**src/design/ebf_pkg.sv**
```systemverilog
package ebf_pkg;

	localparam int LEVEL_W = 16;
	localparam int FRAC_W  = 16;
	localparam int STEP_W  = 10;
	localparam int PCT_W   = 7;
	localparam int MUL_W   = 17;
	localparam int PROD_W  = 2 * MUL_W;
	localparam int CNT_W   = 5;
	localparam int OUT_W   = 32;

	// input item kinds
	localparam logic [2:0] ACT_TICK    = 3'd0;
	localparam logic [2:0] ACT_SET_PCT = 3'd1;
	localparam logic [2:0] ACT_STEP_UP = 3'd2;
	localparam logic [2:0] ACT_STEP_DN = 3'd3;
	localparam logic [2:0] ACT_SET_RAW = 3'd4;

	// register indexes
	localparam logic [1:0] REG_MAX_LEVEL = 2'd0;
	localparam logic [1:0] REG_SET_STEPS = 2'd1;
	localparam logic [1:0] REG_ADJ_STEPS = 2'd2;

	localparam logic [LEVEL_W-1:0] MAX_LEVEL_RST = 16'd255;
	localparam logic [STEP_W-1:0]  SET_STEPS_RST = 10'd25;
	localparam logic [STEP_W-1:0]  ADJ_STEPS_RST = 10'd12;

	localparam logic [PCT_W-1:0]   PCT_FULL    = 7'd100;
	localparam logic [LEVEL_W-1:0] DIV_HUNDRED = 16'd100;
	localparam logic [LEVEL_W-1:0] DIV_TWENTY  = 16'd20;
	localparam logic [FRAC_W-1:0]  ROUND_HALF  = 16'h8000;
	localparam logic [MUL_W-1:0]   FRAC_ONE    = 17'h10000;

	// iteration counts minus one
	localparam logic [CNT_W-1:0] MUL_LAST = 5'd16;
	localparam logic [CNT_W-1:0] DIV_LAST = 5'd15;
	localparam logic [CNT_W-1:0] PCT_LAST = 5'd6;

	typedef enum logic [13:0] {
		ST_IDLE    = 14'b00000000000001,
		ST_DIV_R   = 14'b00000000000010,
		ST_MUL_R2  = 14'b00000000000100,
		ST_MUL_R3  = 14'b00000000001000,
		ST_MUL_E   = 14'b00000000010000,
		ST_EASE    = 14'b00000000100000,
		ST_MUL_SP  = 14'b00000001000000,
		ST_DIV_SP  = 14'b00000010000000,
		ST_DIV_ADJ = 14'b00000100000000,
		ST_RAMP    = 14'b00001000000000,
		ST_PCT     = 14'b00010000000000,
		ST_MUL_PC  = 14'b00100000000000,
		ST_DIV_PC  = 14'b01000000000000,
		ST_EMIT    = 14'b10000000000000
	} state_t;

endpackage

```
**src/design/eased_brightness_fade.sv**
```systemverilog
// channel  | signals                                  | fields (low bit up)
// s        | s_tvalid s_tready s_tdata s_tuser        | tdata: value; tuser: action
// m        | m_tvalid m_tready m_tdata                | level, level_strobe, busy_res,
//          |                                          | level_percent, zero pad
// cfg      | cfg_valid cfg_ready cfg_index cfg_data   | register index, write data
//
// one item at a time through a bit-serial shift-add multiplier and a
// restoring divider, one bit per cycle each
// tick during a ramp: a divide and three multiplies, then a multiply and a divide for percent
// set percent: multiply and divide, step: divide, set raw or idle tick: percent steps only
// arst_n clears the control and config registers to their reset values, level 0, no ramp
// a waiting result sits in the output register; the next item is taken meanwhile
module eased_brightness_fade
	import ebf_pkg::*;
(
	input  logic                clk,
	input  logic                arst_n,
	input  logic                s_tvalid,
	output logic                s_tready,
	input  logic [15:0]         s_tdata,   // value
	input  logic [2:0]          s_tuser,   // action
	output logic                m_tvalid,
	input  logic                m_tready,
	output logic [OUT_W-1:0]    m_tdata,   // level, level_strobe, busy_res, level_percent
	input  logic                cfg_valid,
	output logic                cfg_ready,
	input  logic [1:0]          cfg_index,
	input  logic [LEVEL_W-1:0]  cfg_data
);

	state_t state_q, state_d;

	logic [LEVEL_W-1:0] max_q;
	logic [STEP_W-1:0]  set_steps_q, adj_steps_q;

	logic [LEVEL_W-1:0] cur_q, cur_d, start_q, start_d, target_q, target_d;
	logic [STEP_W-1:0]  idx_q, idx_d, tot_q, tot_d;
	logic               ramp_q, ramp_d;
	logic               m_tvalid_q, m_tvalid_d;

	logic [MUL_W-1:0]   mul_a_q, mul_a_d, mul_hi_q, mul_hi_d, mul_b_q, mul_b_d;
	logic [LEVEL_W-1:0] div_rem_q, div_rem_d, div_dsr_q, div_dsr_d;
	logic [LEVEL_W-1:0] div_quo_q, div_quo_d, dvsr_q, dvsr_d;
	logic [CNT_W-1:0]   cnt_q, cnt_d;
	logic [FRAC_W-1:0]  r_q, r_d;
	logic [LEVEL_W-1:0] cand_q, cand_d;
	logic [2:0]         act_q, act_d;
	logic               strobe_q, strobe_d;
	logic [PCT_W-1:0]   pct_q, pct_d;
	logic [LEVEL_W+1:0] v_q, v_d;
	logic [OUT_W-1:0]   m_tdata_q, m_tdata_d;

	logic [LEVEL_W-1:0] mx;
	logic [STEP_W-1:0]  set_eff, adj_eff, idx_inc;
	logic [MUL_W:0]     mul_sum;
	logic [PROD_W-1:0]  prod;
	logic [FRAC_W:0]    rnd;
	logic [LEVEL_W+1:0] div_trial;
	logic               div_ge;
	logic [LEVEL_W-1:0] div_rem_nx, quot;
	logic               cnt_done, is_mul, is_div, out_free, s_fire, asc;
	logic [LEVEL_W-1:0] diff, step, t_dn, t_adj;
	logic [LEVEL_W:0]   t_up;
	logic [PROD_W-1:0]  base, num;
	logic [FRAC_W-1:0]  r3;
	logic [PCT_W-1:0]   pct_in;

	assign mx      = (max_q == '0) ? 16'd1 : max_q;
	assign set_eff = (set_steps_q == '0) ? 10'd1 : set_steps_q;
	assign adj_eff = (adj_steps_q == '0) ? 10'd1 : adj_steps_q;
	assign idx_inc = idx_q + 10'd1;

	assign s_tready  = (state_q == ST_IDLE);
	assign s_fire    = s_tvalid && s_tready;
	assign cfg_ready = 1'b1;
	assign m_tvalid  = m_tvalid_q;
	assign m_tdata   = m_tdata_q;
	assign out_free  = !m_tvalid_q || m_tready;

	assign is_mul = (state_q == ST_MUL_R2) || (state_q == ST_MUL_R3) || (state_q == ST_MUL_E) ||
		(state_q == ST_MUL_SP) || (state_q == ST_MUL_PC);
	assign is_div = (state_q == ST_DIV_R) || (state_q == ST_DIV_SP) ||
		(state_q == ST_DIV_ADJ) || (state_q == ST_DIV_PC);
	assign cnt_done = (cnt_q == '0);

	// shift-add multiplier, one multiplier bit per cycle
	assign mul_sum = {1'b0, mul_hi_q} + (mul_b_q[0] ? {1'b0, mul_a_q} : 18'd0);
	assign prod    = {mul_sum, mul_b_q[MUL_W-1:1]};
	assign rnd     = {1'b0, prod[2*FRAC_W-1:FRAC_W]} + {16'd0, prod[FRAC_W-1]};

	// restoring divider, one quotient bit per cycle
	assign div_trial  = {1'b0, div_rem_q, div_dsr_q[LEVEL_W-1]} - {2'b00, dvsr_q};
	assign div_ge     = !div_trial[LEVEL_W+1];
	assign div_rem_nx = div_ge ? div_trial[LEVEL_W-1:0] :
		{div_rem_q[LEVEL_W-2:0], div_dsr_q[LEVEL_W-1]};
	assign quot       = {div_quo_q[LEVEL_W-2:0], div_ge};

	assign asc  = (target_q >= start_q);
	assign diff = asc ? (target_q - start_q) : (start_q - target_q);
	assign r3   = rnd[FRAC_W-1:0];
	assign base = {2'b00, start_q, ROUND_HALF};
	assign num  = asc ? (base + prod) : (base - prod);

	assign step  = (quot == '0) ? 16'd1 : quot;
	assign t_up  = {1'b0, cur_q} + {1'b0, step};
	assign t_dn  = (cur_q > step) ? (cur_q - step) : 16'd0;
	assign t_adj = (act_q == ACT_STEP_UP) ?
		((t_up > {1'b0, mx}) ? mx : t_up[LEVEL_W-1:0]) :
		((t_dn > mx) ? mx : t_dn);

	assign pct_in = (s_tdata > 16'd100) ? PCT_FULL : s_tdata[PCT_W-1:0];

	always_comb begin
		state_d    = state_q;
		cur_d      = cur_q;
		start_d    = start_q;
		target_d   = target_q;
		idx_d      = idx_q;
		tot_d      = tot_q;
		ramp_d     = ramp_q;
		m_tvalid_d = m_tvalid_q;
		mul_a_d    = mul_a_q;
		mul_hi_d   = mul_hi_q;
		mul_b_d    = mul_b_q;
		div_rem_d  = div_rem_q;
		div_dsr_d  = div_dsr_q;
		div_quo_d  = div_quo_q;
		dvsr_d     = dvsr_q;
		cnt_d      = cnt_q;
		r_d        = r_q;
		cand_d     = cand_q;
		act_d      = act_q;
		strobe_d   = strobe_q;
		pct_d      = pct_q;
		v_d        = v_q;
		m_tdata_d  = m_tdata_q;

		if (m_tvalid_q && m_tready) begin
			m_tvalid_d = 1'b0;
		end

		if (is_mul) begin
			mul_hi_d = mul_sum[MUL_W:1];
			mul_b_d  = {mul_sum[0], mul_b_q[MUL_W-1:1]};
			cnt_d    = cnt_q - 5'd1;
		end
		if (is_div) begin
			div_rem_d = div_rem_nx;
			div_dsr_d = {div_dsr_q[LEVEL_W-2:0], 1'b0};
			div_quo_d = quot;
			cnt_d     = cnt_q - 5'd1;
		end

		case (state_q)
			ST_IDLE: begin
				if (s_fire) begin
					act_d    = s_tuser;
					strobe_d = 1'b0;
					state_d  = ST_PCT;
					case (s_tuser)
						ACT_TICK: begin
							if (ramp_q) begin
								idx_d    = idx_inc;
								strobe_d = 1'b1;
								if (idx_inc >= tot_q) begin
									cur_d  = target_q;
									ramp_d = 1'b0;
								end else begin
									div_rem_d = {6'd0, tot_q - idx_inc};
									div_dsr_d = '0;
									dvsr_d    = {6'd0, tot_q};
									cnt_d     = DIV_LAST;
									state_d   = ST_DIV_R;
								end
							end
						end
						ACT_SET_PCT: begin
							mul_a_d  = {1'b0, mx};
							mul_b_d  = {10'd0, pct_in};
							mul_hi_d = '0;
							cnt_d    = MUL_LAST;
							state_d  = ST_MUL_SP;
						end
						ACT_STEP_UP, ACT_STEP_DN: begin
							div_rem_d = '0;
							div_dsr_d = mx;
							dvsr_d    = DIV_TWENTY;
							cnt_d     = DIV_LAST;
							state_d   = ST_DIV_ADJ;
						end
						ACT_SET_RAW: begin
							cur_d    = (s_tdata > mx) ? mx : s_tdata;
							ramp_d   = 1'b0;
							strobe_d = 1'b1;
						end
						default: begin
							strobe_d = 1'b0;
						end
					endcase
				end
			end
			ST_DIV_R: begin
				if (cnt_done) begin
					r_d      = quot;
					mul_a_d  = {1'b0, quot};
					mul_b_d  = {1'b0, quot};
					mul_hi_d = '0;
					cnt_d    = MUL_LAST;
					state_d  = ST_MUL_R2;
				end
			end
			ST_MUL_R2: begin
				if (cnt_done) begin
					mul_a_d  = {1'b0, rnd[FRAC_W-1:0]};
					mul_b_d  = {1'b0, r_q};
					mul_hi_d = '0;
					cnt_d    = MUL_LAST;
					state_d  = ST_MUL_R3;
				end
			end
			ST_MUL_R3: begin
				if (cnt_done) begin
					mul_a_d  = FRAC_ONE - {1'b0, r3};
					mul_b_d  = {1'b0, diff};
					mul_hi_d = '0;
					cnt_d    = MUL_LAST;
					state_d  = ST_MUL_E;
				end
			end
			ST_MUL_E: begin
				if (cnt_done) begin
					v_d     = num[PROD_W-1:FRAC_W];
					state_d = ST_EASE;
				end
			end
			ST_EASE: begin
				cur_d   = (v_q > {2'b00, mx}) ? mx : v_q[LEVEL_W-1:0];
				state_d = ST_PCT;
			end
			ST_MUL_SP: begin
				if (cnt_done) begin
					div_rem_d = prod[2*FRAC_W-1:FRAC_W];
					div_dsr_d = prod[FRAC_W-1:0];
					dvsr_d    = DIV_HUNDRED;
					cnt_d     = DIV_LAST;
					state_d   = ST_DIV_SP;
				end
			end
			ST_DIV_SP: begin
				if (cnt_done) begin
					cand_d  = quot;
					state_d = ST_RAMP;
				end
			end
			ST_DIV_ADJ: begin
				if (cnt_done) begin
					cand_d  = t_adj;
					state_d = ST_RAMP;
				end
			end
			ST_RAMP: begin
				if (cand_q == cur_q) begin
					ramp_d = 1'b0;
				end else begin
					start_d  = cur_q;
					target_d = cand_q;
					idx_d    = '0;
					tot_d    = (act_q == ACT_SET_PCT) ? set_eff : adj_eff;
					ramp_d   = 1'b1;
				end
				state_d = ST_PCT;
			end
			ST_PCT: begin
				if (cur_q >= mx) begin
					pct_d   = PCT_FULL;
					state_d = ST_EMIT;
				end else begin
					mul_a_d  = {1'b0, cur_q};
					mul_b_d  = {10'd0, PCT_FULL};
					mul_hi_d = '0;
					cnt_d    = MUL_LAST;
					state_d  = ST_MUL_PC;
				end
			end
			ST_MUL_PC: begin
				if (cnt_done) begin
					div_rem_d = prod[22:7];
					div_dsr_d = {prod[6:0], 9'd0};
					dvsr_d    = mx;
					cnt_d     = PCT_LAST;
					state_d   = ST_DIV_PC;
				end
			end
			ST_DIV_PC: begin
				if (cnt_done) begin
					pct_d   = quot[PCT_W-1:0];
					state_d = ST_EMIT;
				end
			end
			ST_EMIT: begin
				if (out_free) begin
					m_tdata_d  = {7'd0, pct_q, ramp_q, strobe_q, cur_q};
					m_tvalid_d = 1'b1;
					state_d    = ST_IDLE;
				end
			end
			default: begin
				state_d = ST_IDLE;
			end
		endcase
	end

	always_ff @(posedge clk or negedge arst_n) begin
		if (!arst_n) begin
			state_q     <= ST_IDLE;
			max_q       <= MAX_LEVEL_RST;
			set_steps_q <= SET_STEPS_RST;
			adj_steps_q <= ADJ_STEPS_RST;
			cur_q       <= '0;
			start_q     <= '0;
			target_q    <= '0;
			idx_q       <= '0;
			tot_q       <= 10'd1;
			ramp_q      <= 1'b0;
			m_tvalid_q  <= 1'b0;
		end else begin
			state_q    <= state_d;
			cur_q      <= cur_d;
			start_q    <= start_d;
			target_q   <= target_d;
			idx_q      <= idx_d;
			tot_q      <= tot_d;
			ramp_q     <= ramp_d;
			m_tvalid_q <= m_tvalid_d;
			if (cfg_valid && cfg_ready) begin
				case (cfg_index)
					REG_MAX_LEVEL: max_q       <= cfg_data;
					REG_SET_STEPS: set_steps_q <= cfg_data[STEP_W-1:0];
					REG_ADJ_STEPS: adj_steps_q <= cfg_data[STEP_W-1:0];
					default: ;
				endcase
			end
		end
	end

	always_ff @(posedge clk) begin
		mul_a_q   <= mul_a_d;
		mul_hi_q  <= mul_hi_d;
		mul_b_q   <= mul_b_d;
		div_rem_q <= div_rem_d;
		div_dsr_q <= div_dsr_d;
		div_quo_q <= div_quo_d;
		dvsr_q    <= dvsr_d;
		cnt_q     <= cnt_d;
		r_q       <= r_d;
		cand_q    <= cand_d;
		act_q     <= act_d;
		strobe_q  <= strobe_d;
		pct_q     <= pct_d;
		v_q       <= v_d;
		m_tdata_q <= m_tdata_d;
	end

	a_idx_below_total: assert property (@(posedge clk) disable iff (!arst_n)
		ramp_q |-> (idx_q < tot_q))
		else $error("ramp index reached its total while busy");

	a_total_nonzero: assert property (@(posedge clk) disable iff (!arst_n)
		tot_q != '0)
		else $error("ramp total is zero");

	a_div_rem_bound: assert property (@(posedge clk) disable iff (!arst_n)
		is_div |-> (div_rem_q < dvsr_q))
		else $error("divider remainder not below divisor");

	a_pct_bound: assert property (@(posedge clk) disable iff (!arst_n)
		(state_q == ST_EMIT && out_free) |=> (m_tdata_q[24:18] <= PCT_FULL))
		else $error("percent above full scale");

endmodule

```
**config.mk**
```make
export PLATFORM = sky130hd
export DESIGN_NAME = eased_brightness_fade
export DESIGN_NICKNAME = d
export VERILOG_FILES = /design/src/design/ebf_pkg.sv /design/src/design/eased_brightness_fade.sv
export SDC_FILE = /design/constraint.sdc
export NUM_CORES = 1
export LEC_CHECK = 0
export ABC_AREA = 1
export BUFFER_PORTS_ARGS = -buffer_cell sky130_fd_sc_hd__clkbuf_2
export CAP_MARGIN = 15
export CORE_ASPECT_RATIO = 2
export CORE_UTILIZATION = 47
export CTS_CLUSTER_DIAMETER = 50
export DETAILED_ROUTE_END_ITERATION = 6
export GPL_TIMING_DRIVEN = 0
export PLACE_DENSITY_LB_ADDON = 0.25
export RECOVER_POWER = 50
export SLEW_MARGIN = 0
export SYNTH_ARGS = -nofsm -noshare
export SYNTH_HDL_FRONTEND = slang
export SYNTH_SLANG_ARGS = --single-unit
```
**constraint.sdc**
```tcl
create_clock -name clk -period 6.98 [get_ports clk]
set_input_delay 0.349 -clock clk [delete_from_list [all_inputs] [get_ports clk]]
set_output_delay 0.349 -clock clk [all_outputs]
set_load 0.005 [all_outputs]
```
Word-level counts from Yosys, hierarchy flattened. Index checks and enable logic that the tools add are counted.

Register bits: 325. Bits in latches: 0. Bits in writable memories: 0. ROM bits: 0. Input bits: 42. Output and inout port bits: 35. Logic and storage cells: 253. Memories: 0.

$add $sub $neg: 13. Multiply operators: 0. Div/mod/pow operators: 0. Magnitude comparators: 9. Equal/unequal tests: 46. Shift operators: 0. Multiplexer cells: 113. Bitwise operators: 1. Reductions and logical operators: 45.

Operators by type and width (count): $mux 16 (32); $mux 17 (19); $pmux 16 s2 (6); $pmux 17 s5 (2); $pmux 14 s12 (1); $mux 14 (11); $pmux 16 s3 (3); $mux 10 (7); $pmux 17 s3 (1); $gt 16x16->1 (3); $sub 16x16->16 (3); $mux 5 (9); $add 32x34->34 (1); $mux 34 (1); $sub 32x34->34 (1); $pmux 11 s3 (1); $ge 16x16->1 (2); $logic_not 16->1 (2); $ne 2x2->1 const B (13); $pmux 5 s5 (1); $mux 11 (2); $mux 7 (3); $logic_not 10->1 (2); $pmux 10 s2 (1); 56 further kinds (100).

Depth between registers and ports, before layout. Gate-level depths: netlist (run 1).

Word-level depth: 12. Gate-level depth with buffers: 44. Depth with buffers taken out: 42.

Worst setup path before layout (run 1). OpenSTA, ideal clock, no wires.

Path kind: reg-to-reg. Start point: register dvsr_q[2]. End point: register cand_q[6], data pin. Setup time: 0.256 ns. Arrival time: 5.228 ns. Required time: 6.724 ns. Path slack: 1.495 ns. Cell stages (with the launch flop): 43. Cell sequence: edfxtp_1 inv_1 ha_1 nand3_1 nand2_1 a21oi_1 o21ai_0 nand2_1 nand2_1 nand2_1 nand2_1 inv_1 buf_1 o41ai_1 ha_1 inv_1 fa_1 nand2_1 (+7 left out) nand2_1 buf_2 nor2_1 nand2_1 inv_1 ha_1 nand4_1 nor3_1 nand2_1 nand2_1 nand2_1 inv_1 buf_1 nand2_1 o211ai_1 nand2_1 inv_1 a21oi_1.

Cells in the longest elaborated chain, start to end: 11.

Ends and longest elaborated chain: from (decl) (RTL line eased_brightness_fade.sv:43) `logic [LEVEL_W-1:0] div_quo_q, div_quo_d, dvsr_q, dvsr_d;`; from (signal assigned) (RTL line eased_brightness_fade.sv:353) `dvsr_q <= dvsr_d;`; $sub 17x16->18 * (RTL line eased_brightness_fade.sv:92) `assign div_trial = {1'b0, div_rem_q, div_dsr_q[LEVEL_W-1]} - {2'b00, dvsr_q};`; $logic_not 1->1 * (RTL line eased_brightness_fade.sv:93) `assign div_ge = !div_trial[LEVEL_W+1];`; $logic_not 16->1 (RTL line eased_brightness_fade.sv:104) `assign step = (quot == '0) ? 16'd1 : quot;`; $mux 16 * (RTL line eased_brightness_fade.sv:104); $sub 16x16->16 / $gt 16x16->1 (equally long branches) (RTL line eased_brightness_fade.sv:106) `assign t_dn = (cur_q > step) ? (cur_q - step) : 16'd0;`; $mux 16 (RTL line eased_brightness_fade.sv:106); $gt 16x16->1 (RTL line eased_brightness_fade.sv:109) `((t_dn > mx) ? mx : t_dn);`; $mux 16 (RTL line eased_brightness_fade.sv:109); $mux 16 * (RTL line eased_brightness_fade.sv:107) `assign t_adj = (act_q == ACT_STEP_UP) ?`; $mux 16 * (RTL line eased_brightness_fade.sv:256) `if (cnt_done) begin`; $pmux 16 s2 * (RTL line eased_brightness_fade.sv:154) `case (state_q)`; named net cand_d[6] (RTL line eased_brightness_fade.sv:46) `logic [LEVEL_W-1:0] cand_q, cand_d;`; to (signal assigned) (RTL line eased_brightness_fade.sv:356) `cand_q <= cand_d;`; to (decl) (RTL line eased_brightness_fade.sv:46).

The timed path passes the listed nets; every way through them passes the cells marked *. The select of a mux whose other input is x is not followed. A chain may end at the register's enable or synchronous reset.

Worst setup path after layout (run 1).
Start point: register max_q[10]. End point: register mul_a_q[1] (enable).

Cells in the longest elaborated chain, start to end: 5.

Ends and longest elaborated chain: from (decl) (RTL line eased_brightness_fade.sv:33) `logic [LEVEL_W-1:0] max_q;`; from (signal assigned) (RTL line eased_brightness_fade.sv:337) `REG_MAX_LEVEL: max_q <= cfg_data;`; $logic_not 16->1 (RTL line eased_brightness_fade.sv:68) `assign mx = (max_q == '0) ? 16'd1 : max_q;`; $mux 16 * (RTL line eased_brightness_fade.sv:68); $ge 16x16->1 * (RTL line eased_brightness_fade.sv:274) `if (cur_q >= mx) begin`; $ne 2x2->1 (no source line) *; $reduce_and 7->1 (no source line) *; to (signal assigned) (RTL line eased_brightness_fade.sv:347) `mul_a_q <= mul_a_d;`; to (decl) (RTL line eased_brightness_fade.sv:41) `logic [MUL_W-1:0] mul_a_q, mul_a_d, mul_hi_q, mul_hi_d, mul_b_q, mul_b_d;`.

Every way passes the cells marked *; elsewhere a longest branch is shown, timed or not.

==> results of run 1 <==
==> state kept, by name, summed over array words and instances, names as in the netlist, 7 cells and up <==
name / cells
m_tdata: 25
pct_q: 7
adj_steps_q: 10
state_q: 14
div_dsr_q: 16
div_quo_q: 15
idx_q: 10
cand_q: 16
v_q: 18
mul_hi_q: 17
cur_q: 16
start_q: 16
mul_b_q: 17
max_q: 16
div_rem_q: 16
mul_a_q: 17
tot_q: 10
r_q: 16
dvsr_q: 16
set_steps_q: 10
target_q: 16
==> synthesized netlist by cell type, drive strengths merged (3+ instances only) <==
library cell,n,area (um^2)
or2,20,125
clkinv,9,35.0
o31ai,4,30.0
a21boi,7,52.6
a21oi,222,1120
dfstp,15,394
nand3b,13,97.6
nor3b,3,22.5
fa,9,180
o21ai,369,1850
o221ai,10,87.6
nor4,24,186
mux2i,5,50.1
o311ai,3,26.3
inv,504,1900
a22oi,16,120
and3,6,37.5
a32oi,4,35.0
nand3,206,1070
o211ai,36,270
a31oi,21,131
dfxtp,71,1420
o32ai,7,61.3
clkbuf,85,320
a221oi,8,70.1
nand2,857,3320
nor2,352,1440
xnor2,12,105
ha,227,2840
o21bai,14,109
xor2,68,603
buf,40,240
a21o,16,120
nor3,48,255
o22ai,39,244
dfrtp,105,2630
o2111ai,11,96.3
nand4,78,500
edfxtp,134,4020
a211oi,22,210
o21a,6,45.0
==> metrics by stage <==
| stage | hold slack, ns | area (um^2) | worst slack [ns] | power (mW) | instances |
|---|---|---|---|---|---|
| after floorplan | 0.0534 | 26600 | 1.50 | 8.99 | 3728 |
| after detailed placement | 0.248 | 28000 | -1.56 | 12.0 | 4549 |
| after global routing | 0.0285 | 29200 | -0.0826 | 15.2 | 4616 |
| after CTS | 0.00730 | 29200 | 0.0471 | 14.1 | 4613 |
| final | 0.0186 | 29300 | -0.290 | 14.4 | 4619 |
| after global placement | 0.404 | 27900 | -1.54 | 11.9 | 4546 |
==> critical path, cell delays in order (launching register included) <==
cell	delay, ns
dfrtp_1	0.67
clkinvlp_2	1.33
nand4_1	0.49
nor2_1	0.09
a21oi_2	0.58
inv_1	0.60
ha_1	0.46
nand2_1	0.08
nor2_1	0.06
nand3_1	0.07
nand3_1	0.36
nand2_1	0.40
clkinv_1	0.48
nor4_4	0.87
buf_6	0.36
==> worst min-delay path by stage <==
stage,slack [ns],end,from
after global placement,0.40,m_tdata[22],pct_q[4]
after global routing,0.03,max_q[15],cfg_data[15]
after CTS,0.007,max_q[15],cfg_data[15]
final,0.02,max_q[15],cfg_data[15]
after detailed placement,0.25,tot_q[7],arst_n
after floorplan,0.05,adj_steps_q[0],arst_n
==> cell families (layout without fill, tap and decap cells) <==
logic type,after synthesis,count (layout),share of synthesized area
AOI/OAI and AO/OA,825,825,0.179
xor gates and xnor gates,80,80,0.0266
adders and majority gates,236,236,0.114
buffers and inverters,638,776,0.0937
DFF,325,325,0.318
muxes,6,6,0.00231
other,2,11,0.000282
and+or+nand+nor,1610,1610,0.266
==> metal layers <==
metal	routed length (um)	track usage	part of all wire	vias to the layer above
li1	-	-	-	12800
met2	59600	0.722	0.48	1420
met4	15200	0.455	0.12	8
met5	58	0	0.00046	-
met1	40600	0.425	0.32	13100
met3	9480	0.0964	0.076	611
==> area by class of cell <==
class                           count  area, um^2  share of cell area
Antenna cell                        3        7.51            0.000257
Buffer                            124         569              0.0195
Clock buffer                       41         961              0.0329
Clock inverter                     20         238             0.00813
Inverter                          513        1940              0.0663
Multi-Input combinational cell   2765       15700               0.537
Sequential cell                   325        8470               0.289
Tap cell                          750         938              0.0321
Timing Repair Buffer               78         423              0.0145
==> power by group through the flow <==
stage,clock (mW),sequential [mW],combinational [mW]
2_1_floorplan,0,2.86,6.13
3_3_place_gp,0,3.09,8.83
3_5_place_dp,0,3.10,8.89
4_1_cts,2.03,3.07,8.98
5_1_grt,2.09,3.11,10.0
6_report,2.03,3.09,9.31
==> what timing repair did <==
action | in CTS | in global routing
endpoints found under the setup margin | 16 | 42
endpoints found under the hold margin | 26 | 0
setup buffers | 3 | 1
pin swaps | 1 | 2
hold buffers | 1 | 0
gates resized for setup | 10 | 18
==> results.sh, run 1 <==
export IMPL_finalSetupViolCount=26
export IMPL_initial_utilization=0.475
export IMPL_slew_headroom=-2.00
export IMPL_clockPowerShare=0.141
export IMPL_fp_dieH_um=338
export IMPL_synthFlopType="edfxtp_1"
export IMPL_r2r_start="max_q[10]"
export IMPL_finalNetCount=4120
export IMPL_cts_root_buffer="clkbuf_16"
export IMPL_yosys_register_bits=325
export IMPL_layout_min_cycle_time_ns=7.27
export IMPL_cts_made_buffers=35
export IMPL_drt_iter0_markers=2591
export IMPL_hpwlAfterDp_um=98600
export IMPL_switching_share=0.554
export IMPL_peakVddDrop_mv=0.371
export IMPL_vias=27900
export IMPL_coreArea_um2=56000
export IMPL_syn_inst=3722
export IMPL_crit_end="mul_a_q[1]"
export IMPL_drive_gt1_frac=0.0771
export IMPL_area_growth_pct=9.98
export IMPL_synth_edf_count=134
export IMPL_crit_fanout=26
export IMPL_fin_util=0.522
export IMPL_grt_pass1_vias=27500
export IMPL_synth_area_um2=26600
export IMPL_synthArstFlopShare=0.369
export IMPL_synth_distinct_cells=77
export IMPL_p_switching_mw=8.00
export IMPL_reg2reg_to="mul_a_q[1]"
export IMPL_rsz0062_at_grt="true"
export IMPL_h_tree_depth=2
export IMPL_placementRows=123
export IMPL_max_cap_viol_count=2
export IMPL_power_leakage_nw=13.9
export IMPL_die_w_um=170
export IMPL_critPathKind="reg -> reg"
export IMPL_start_kind="register"
export IMPL_portBuffers=68
export IMPL_firstDrtPassIters=6
export IMPL_track_usage=0.433
export IMPL_tns_ns=-6.23
export IMPL_fmax_mhz=138
export IMPL_layout_commonest_cell="nand2_1"
export IMPL_grt_pass1_wl_um=178000
export IMPL_timing_final_ws_setup_ns=-0.290
export IMPL_rrSetupSlack_ns=-0.29
export IMPL_cts_num_sinks=325
export IMPL_cts_buffer_depth=3
export IMPL_worst_slew_pin_slew_ns=4.50
export IMPL_ant_nets=0
export IMPL_nFillCells=5922
export IMPL_via_per_inst=6.04
export IMPL_power_internal_mw=6.44
export IMPL_avgSynthCellArea_um2=7.15
export IMPL_reg2reg_depth=14
export IMPL_clk_insertion_delay_late_ns=0.58
export IMPL_powerDensity_nw_per_um2=493
export IMPL_ys_seq_area_frac=0.318
export IMPL_die_area_um2=57600
export IMPL_timing_final_crit_share=1.04
export IMPL_status="finished with violations"
export IMPL_gp_congestion=1.07
export IMPL_tritoncts="built"
export IMPL_min_path_type="in -> reg"
export IMPL_endpoint_kind="register"
export IMPL_cts_clk_slew_worst_paths_ns=0.07
export IMPL_min_path_cells=3
export IMPL_grt_max_degree=95
export IMPL_finClkSkew_ns=0.0201
export IMPL_grt_overflow=0
export IMPL_drt_total_wl_um=125000
export IMPL_drc=0
export IMPL_wl_per_cell_um=27.0
export IMPL_maxSlewViolCount=121
export IMPL_antenna_found_initial=6
export IMPL_pwr_share_seq=0.214
export IMPL_required_ns=7.24
export IMPL_crit_arrival_ns=7.53
export IMPL_violations="max-capacitance violations, max-slew violations, negative setup slack"
export IMPL_layout_common_cells="nand2_1, inv_1, o21ai_0, nor2_1, ha_1"
export IMPL_io_pins=77
export IMPL_cp_startpoint="max_q[10]"
export IMPL_comb_power_share=0.645
export IMPL_yosysWarningCount=0
export IMPL_finalHoldViolCount=0
Note: power is estimated with default switching activity, not from simulation.
==> run 2: changes to the inputs <==
CORE_UTILIZATION = 42   (was 47)
==> results.sh, run 2 (synthesis results as in run 1) <==
export IMPL_status="finished with violations"
export IMPL_violations="design-rule violations, max-capacitance violations, max-slew violations, negative setup slack"
export IMPL_grt_overflow=0
export IMPL_track_usage=0.384
export IMPL_fin_cells=4674
export IMPL_hpwlAfterDp_um=100000
export IMPL_grt_max_degree=78
export IMPL_die_w_um=180
export IMPL_critPathKind="reg -> reg"
export IMPL_vias=27700
export IMPL_dpl_cell_area_um2=28000
export IMPL_fp_dieH_um=358
export IMPL_peakVddDrop_mv=0.253
export IMPL_finalSetupViolCount=26
export IMPL_initial_utilization=0.425
export IMPL_fmax_mhz=139
export IMPL_finalNetCount=4125
export IMPL_drt_iter0_markers=2180
export IMPL_cts_num_sinks=325
export IMPL_layout_commonest_cell="nand2_1"
export IMPL_finClkSkew_ns=0.0309
export IMPL_antenna_found_initial=5
export IMPL_powerDensity_nw_per_um2=494
export IMPL_h_tree_depth=2
export IMPL_cts_clk_slew_worst_paths_ns=0.07
export IMPL_finalHoldViolCount=0
export IMPL_gp_congestion=1.08
export IMPL_grt_pass1_wl_um=178000
export IMPL_via_per_inst=5.93
export IMPL_max_cap_viol_count=3
export IMPL_grt_pass1_vias=27400
export IMPL_portBuffers=68
export IMPL_power_leakage_nw=13.9
export IMPL_maxSlewViolCount=149
export IMPL_wl_per_cell_um=26.7
export IMPL_tritoncts="built"
export IMPL_ant_nets=0
export IMPL_placed_cells=4591
export IMPL_largest_reg_flops=25
export IMPL_hold_ws_ns=0.0184
export IMPL_required_ns=7.25
export IMPL_crit_fanout=26
export IMPL_layout_common_cells="nand2_1, inv_1, nor2_1, o21ai_0, ha_1"
export IMPL_drive_gt1_frac=0.0748
export IMPL_io_pins=77
export IMPL_clk_insertion_delay_late_ns=0.60
export IMPL_slowest_stage="a21oi_1"
export IMPL_cp_slowest_stage_delay_ns=0.98
export IMPL_drt_total_wl_um=125000
export IMPL_pre_cts_ws_ns=-1.53
export IMPL_nFillCells=6582
export IMPL_crit_arrival_ns=7.45
export IMPL_endpoint_kind="register"
export IMPL_timing_final_ws_setup_ns=-0.202
export IMPL_die_area_um2=64400
export IMPL_min_path_type="in -> reg"
export IMPL_firstDrtPassIters=7
export IMPL_design_area_um2=29400
export IMPL_coreArea_um2=62600
export IMPL_worst_slew_pin_slew_ns=3.83
export IMPL_cts_made_buffers=39
export IMPL_start_kind="register"
export IMPL_timing_final_crit_share=1.03
export IMPL_layout_min_cycle_time_ns=7.18
export IMPL_slew_headroom=-1.55
export IMPL_drc=3
export IMPL_cts_buffer_depth=3
export IMPL_cts_root_buffer="clkbuf_16"
export IMPL_area_growth_pct=10.5
export IMPL_placementRows=130
export IMPL_path_cells="clkinv_1 > nand4_1 > nor2_1 > a21oi_1 > inv_1 > ha_1 > nand2_1 > nor2_1 > nand3_1 > nand3_1 > nand2_1 > clkinv_1 > nor4_4 > buf_6"
[run 2: cell types whose count changed in the layout (fill, tap and decap cells not counted), sizes merged]
cell and change:
dlygate4sd3 +2, buf -3, inv +4, clkinvlp +1, clkinv +2, diode +2, clkbuf +5
[run 2: final cells by class]
class	count	area [um^2]	area share
multi-input cells	2765	15600	0.532
flip-flops and latches	325	8470	0.288
inverters	513	1940	0.0661
clock buffers	44	1020	0.0349
well taps	792	991	0.0337
plain buffers	124	563	0.0192
repair buffers	79	440	0.0150
clock inverters	27	315	0.0107
diodes	5	12.5	0.000426
[run 2: power by group]
group          switching, mW  leakage [nW]  internal (mW)
combinational           6.54          9.86           2.70
clock                  0.982         0.648           1.21
sequential             0.489          3.38           2.60
total                   8.01          13.9           6.51
[run 2: worst max-delay path: cells and delay by family (launching register included)]
kind | cells | cell delay [ns]
adder cells (fa/ha/maj) | 1 | 0.49
buffers and inverters | 4 | 2.48
flip-flops | 1 | 0.64
AND/OR/NAND/NOR | 8 | 2.22
AO/OA/AOI/OAI | 1 | 0.98
[run 2: per-layer routing]
layer / global-route usage / vias up / wire length, um
met2: 0.679 / 1273 / 61100
li1: - / 12800 / -
met3: 0.0653 / 581 / 7650
met4: 0.416 / 4 / 15300
met5: 0 / - / 21
met1: 0.365 / 13100 / 40800
[run 2: worst paths after layout]
kind	startpoint	to	slack [ns]	cells past startpoint
worst max-delay path	max_q[11]	mul_a_q[13]	-0.20	14
worst min-delay path	cfg_data[12]	max_q[12]	0.02	3
worst max register to register	max_q[11]	mul_a_q[13]	-0.20	14
worst min register to register	pct_q[5]	m_tdata[23]	0.42	0
max in group asynchronous	arst_n	start_q[13]	1.20	3
min in group asynchronous	arst_n	idx_q[6]	1.01	2
[run 2: repair_timing]
item | in CTS | in global routing
buffers inserted | 3 | 2
pin swaps | 1 | 1
hold buffers | 3 | 0
resized for setup | 10 | 8
setup endpoints to repair | 16 | 22
endpoints found under the hold margin | 45 | 0
[run 2: stage by stage]
| step | total power [mW] | utilization | setup TNS [ns] |
|---|---|---|---|
| after floorplan | 8.99 | - | 0 |
| after global placement | 12.0 | 0.446 | -21.31 |
| after detailed placement | 12.0 | 0.448 | -22.34 |
| after CTS | 14.3 | 0.470 | 0 |
| after global routing | 15.4 | 0.469 | -0.0140 |
| final | 14.5 | 0.469 | -3.77 |
